File: src/hw/rtl/bbe_pkg.sv
// Package for the byte block entropy unit: widths, FSM command struct and the
// log2 fraction table function. No dependencies.
package bbe_pkg;

    localparam int MaxBlockDefault = 4096;
    localparam int LogTableBitsDefault = 8;
    localparam int Bins = 256;
    localparam int CntWidth = 17;          // holds MAX_BLOCK up to 65536
    localparam int LogWidth = 21;          // log2 in Q16, exponent up to 16
    localparam int AccWidth = 40;          // sum of c*log2(c)
    localparam int OutWidth = 16;
    localparam int CountOutWidth = 13;

    // Controller to datapath commands.
    typedef struct packed {
        logic       clr_sweep;   // write zero at the sweep address
        logic       rd_issue;    // read histogram at the sweep address
        logic       acc_en;      // accumulate the product of the word read
        logic       start_tot;   // form N*log2(N) and start the divider
        logic       clr_stats;   // clear length counter, flag and accumulator
    } bbe_cmd_t;

    typedef struct packed {
        logic       div_done;
    } bbe_sts_t;

    // log2(1 + i/2^bits) in Q16, built by repeated squaring, truncated.
    function automatic logic [16:0] log_frac(input int i, input int bits);
        logic [63:0] y;
        logic [16:0] acc;
        if (i >= (1 << bits)) begin
            log_frac = 17'd65536;
        end else begin
            y = 64'((1 << bits) + i) << (30 - bits);
            acc = '0;
            for (int k = 0; k < 16; k++) begin
                y = (y * y) >> 30;
                acc = acc << 1;
                if (y >= 64'h8000_0000) begin
                    acc[0] = 1'b1;
                    y = y >> 1;
                end
            end
            log_frac = acc;
        end
    endfunction

endpackage

File: src/hw/rtl/bbe_ctrl.sv
// Controller FSM: counting, end-of-block histogram pass, divide, result,
// clearing. Depends on bbe_pkg.
module bbe_ctrl (
    input  logic              aclk,
    input  logic              aresetn,
    input  logic              in_fire,
    input  logic              in_last,
    input  logic              out_free,
    input  bbe_pkg::bbe_sts_t sts,
    output bbe_pkg::bbe_cmd_t cmd,
    output logic [7:0]        addr,
    output logic              in_ready,
    output logic              res_load
);
    typedef enum logic [2:0] {
        ST_CLEAR, ST_COUNT, ST_SETTLE, ST_SCAN, ST_DRAIN, ST_DIV, ST_OUT
    } state_t;

    state_t     state_reg;
    logic [7:0] addr_reg;
    logic [3:0] drain_reg;

    always_ff @(posedge aclk) begin
        if (!aresetn) begin
            state_reg <= ST_CLEAR;
            addr_reg  <= '0;
            drain_reg <= '0;
        end else begin
            case (state_reg)
                ST_CLEAR: begin
                    addr_reg <= addr_reg + 8'd1;
                    if (addr_reg == 8'hFF) state_reg <= ST_COUNT;
                end
                ST_COUNT: begin
                    if (in_fire && in_last) begin
                        state_reg <= ST_SETTLE;
                    end
                end
                // The last byte's bin write lands here, before the scan
                // reads the first bin.
                ST_SETTLE: begin
                    state_reg <= ST_SCAN;
                    addr_reg  <= '0;
                end
                ST_SCAN: begin
                    addr_reg <= addr_reg + 8'd1;
                    if (addr_reg == 8'hFF) begin
                        state_reg <= ST_DRAIN;
                        drain_reg <= '0;
                    end
                end
                ST_DRAIN: begin
                    drain_reg <= drain_reg + 4'd1;
                    if (drain_reg == 4'd7) state_reg <= ST_DIV;
                end
                ST_DIV: begin
                    if (sts.div_done) state_reg <= ST_OUT;
                end
                ST_OUT: begin
                    if (out_free) begin
                        state_reg <= ST_CLEAR;
                        addr_reg  <= '0;
                    end
                end
                default: state_reg <= ST_CLEAR;
            endcase
        end
    end

    // The scan and the clearing sweep run at different times, so they share
    // the address counter.
    always_comb begin
        cmd = '0;
        cmd.clr_sweep = (state_reg == ST_CLEAR);
        cmd.rd_issue  = (state_reg == ST_SCAN);
        cmd.acc_en    = (state_reg == ST_SCAN) || (state_reg == ST_DRAIN);
        cmd.start_tot = (state_reg == ST_DRAIN) && (drain_reg == 4'd7);
        cmd.clr_stats = (state_reg == ST_OUT) && out_free;
    end

    assign addr     = addr_reg;
    assign in_ready = (state_reg == ST_COUNT);
    assign res_load = (state_reg == ST_OUT) && out_free;
endmodule

File: config.mk
export PLATFORM = sky130hd
export DESIGN_NAME = bbe_ctrl
export DESIGN_NICKNAME = d
export VERILOG_FILES = /design/src/hw/rtl/bbe_pkg.sv /design/src/hw/rtl/bbe_ctrl.sv
export SDC_FILE = /design/constraint.sdc
export NUM_CORES = 1
export LEC_CHECK = 0
export BUFFER_PORTS_ARGS = -buffer_cell sky130_fd_sc_hd__buf_2
export CAP_MARGIN = 20
export CORE_UTILIZATION = 50
export CTS_BUF_LIST = sky130_fd_sc_hd__clkbuf_4 sky130_fd_sc_hd__clkbuf_8
export DETAILED_ROUTE_END_ITERATION = 10
export GPL_TIMING_DRIVEN = 0
export HOLD_SLACK_MARGIN = 0.08
export PLACE_DENSITY = 0.76
export SLEW_MARGIN = 20
export SYNTH_ARGS = -nofsm -noshare
export SYNTH_HDL_FRONTEND = slang
export SYNTH_SLANG_ARGS = --single-unit
File: constraint.sdc
create_clock -name aclk -period 4 [get_ports aclk]
set_input_delay 0.4 -clock aclk [delete_from_list [all_inputs] [get_ports aclk]]
set_output_delay 0.4 -clock aclk [all_outputs]
set_load 0.005 [all_outputs]
==> metrics <==
status=finished clean; crit-path most repeated cell=buf_2; Period minus WS final=1960 ps; row count=14; area fraction in and, or, nand and nor cells after synthesis=28.0%; GP Congestion=0.781; leakage power=0.449 nW; Critical Path RT=3600 ps; CP Capture Type=output pin; area delta synth->final=17.6%; Wirelength per Cell=13.0 µm; vias in the first global route=761; post-synthesis xor/xnor area fraction=0%; sw frac=35.6%; Largest register FFs=8; final instance area=1000 µm²; cts hold-fix bufs=0; GRT overflow=0; final slew viol count=0; CTS Buf Count=3; Peak Freq=0.509 GHz; post-synth net total=111; Synth area leader=dfxtp_1; layout cells sized above 1=26.0%; main combinational cell family by area after synthesis=simple AND/OR/NAND/NOR gates; # Post-CTS Setup Buffers=0; fin nets=136; Max-slew headroom=75.1%; sequential share of the synthesized area=35.2%; clk sinks=15; Psw=0.159 mW; post-place setup slack=2370 ps; vias per cell=5.90; Buffers on Ports=20; # resized after CTS=0; VDD IR max=0.353 mV; Synth Register Bits=15; Final Hold Viols=0; RSZ-0062 raised after global routing=false; mux share of post-synthesis cell area=2.35%; share of Yosys cell area claimed by the top area cell type=35.2%; clk_skew=5.64 ps; clk root buf=clkbuf_4; Mapped Area=853 µm²; Mapped Cells=103; Max Root-Sink Buffers=2; Initial Util=55.4%; Setup TNS=0 ps; Setup CP Type=reg2out; Initial DRC Count=28; worst skew pair latency=290 ps; CTS clock-pin slew for the worst setup and hold paths=100 ps; global-route total usage across every layer=22.2%; cell-internal power=0.288 mW; die width=43.3 µm; H-tree depth=1; cell breakdown of the critical path=buf_2 > nand2b_1 > nor2_1 > and4b_1 > buf_2; DR vias=843; Area after DPL=973 µm²; # diodes=0; CTS tree=built; Clock Power Share=21.6%; residual DRC count=0; first-pass GRT wire length=3170 µm; Final setup viols=0; drt first pass iters=4; crit-path max FO=10; Final HPWL DP=1380 µm; slew of the pin with the lowest slew margin=371 ps; yosys warns=0; number of max-cap violations=0; Setup crit start kind=flip-flop; Gate power share=37.7%; CP max stage cell=dfxtp_1; I/O pin total=21; Flop pwr share=40.7%; Syn Area/Cell=8.28 µm²; initial antenna violation count=0; final worst path period share=49.1%; crit path DAT=1560 ps; core area=1540 µm²; PwrDens=445 nW/µm²; ranking of synthesized cells by area=dfxtp_1 35%, a21oi_1 4.7%, nor2_1 4.4%; Vert. Die Dim=43.3 µm; synth unique cells=40; slowest stage delay, CP=330 ps; post-synthesis compound-gate area fraction=25.8%; Die ar.=1880 µm²; final core occ=65.1%; largest net degree at the start of global routing=11; antenna-violating nets left=0; Adder-Cell Fraction of Synth Area=2.93%; worst min-delay path class=in2reg; DRT Wirelength=1860 µm; final worst slack=2040 ps
[area by class of cell]
cell class / count / area (µm²)
sequential: 15 / 300
tap: 16 / 20.0
timing repair buffer: 20 / 100
multi-input combinational: 79 / 504
clock buffer: 4 / 30.0
inverter: 3 / 11.3
buffer: 6 / 37.5
fill: 134 / 538
[cell usage in the layout (no fill, tap or decap), types with 2 or more instances in the layout]
master and n:
nor2_1 10, a22oi_1 2, inv_1 3, a21oi_1 8, or4_1 2, clkbuf_4 4
nand3_1 4, a211o_1 2, nor3_1 3, buf_2 23, nand2b_1 2, o31ai_1 4
ha_1 2, mux2i_1 2, o21ai_0 6, nand2_1 8, or3_1 4, dfxtp_1 15
[per-stage QoR]
stage / hold slack (ps) / instances / power, mW
after floorplan: 445 / 103 / 0.306
after global placement: 481 / 139 / 0.346
after detailed placement: 488 / 139 / 0.353
after CTS: 385 / 143 / 0.446
after global routing: 393 / 143 / 0.471
final: 386 / 143 / 0.447
[metal layers]
metal  track usage [%]  vias up  part of all wire (%)
met5                 0        -                     0
met4              10.9        0                   1.9
met3              2.55        5                   3.0
met2              34.9       17                    44
met1              30.0      387                    51
li1                  -      434                     -
[cells by family (layout without fill, tap and decap cells)]
family                     Yosys count  count (layout)
DFF                                 15              15
muxes                                2               2
adders and majority gates            2               2
buffers and inverters                9              33
AOI/OAI and AO/OA                   32              32
and+or+nand+nor                     43              43
[cells in the mapped netlist]
cell type,n
a211o_1,2
a21o_1,1
a21oi_1,8
a22oi_1,2
a311oi_1,1
a31oi_1,1
and2_1,1
and4_1,1
and4b_1,1
buf_2,3
buf_4,1
buf_6,1
clkbuf_1,1
dfxtp_1,15
ha_1,2
inv_1,3
mux2i_1,2
nand2_1,8
nand2_2,1
nand2b_1,2
nand3_1,4
nand3b_1,1
nand4_1,1
nor2_1,10
nor2b_1,1
nor2b_4,1
nor3_1,3
nor4bb_1,1
o211a_1,1
o211ai_1,1
o21ai_0,6
o221ai_2,1
o22a_1,1
o22ai_1,1
o2bb2ai_1,1
o31a_1,1
o31ai_1,4
or3_1,4
or3b_2,1
or4_1,2
[path summary, 6_finish.rpt]
check	startpoint	end	slack, ps	depth (start not counted)
worst max-delay path	state_reg[0]	cmd[1]	2040	5
worst min-delay path	aresetn	state_reg[1]	390	2
worst max register to register	state_reg[1]	addr[6]	2490	6
worst min register to register	addr[7]	addr[7]	500	2
[power groups by stage]
stage               registers [mW]  clock network, mW  logic [mW]
global route                 0.184              0.100       0.187
finish                       0.182             0.0967       0.169
global placement             0.184                  0       0.163
detailed placement           0.185                  0       0.167
floorplan                    0.184                  0       0.122
CTS                          0.182             0.0958       0.168
[worst max-delay path, delay by kind of cell (launching register included)]
| kind | cells | cell delay (ps) |
|---|---|---|
| and+or+nand+nor | 3 | 660 |
| buffers and inverters | 2 | 270 |
| DFF | 1 | 330 |
Power figures use the tool's default switching activity.
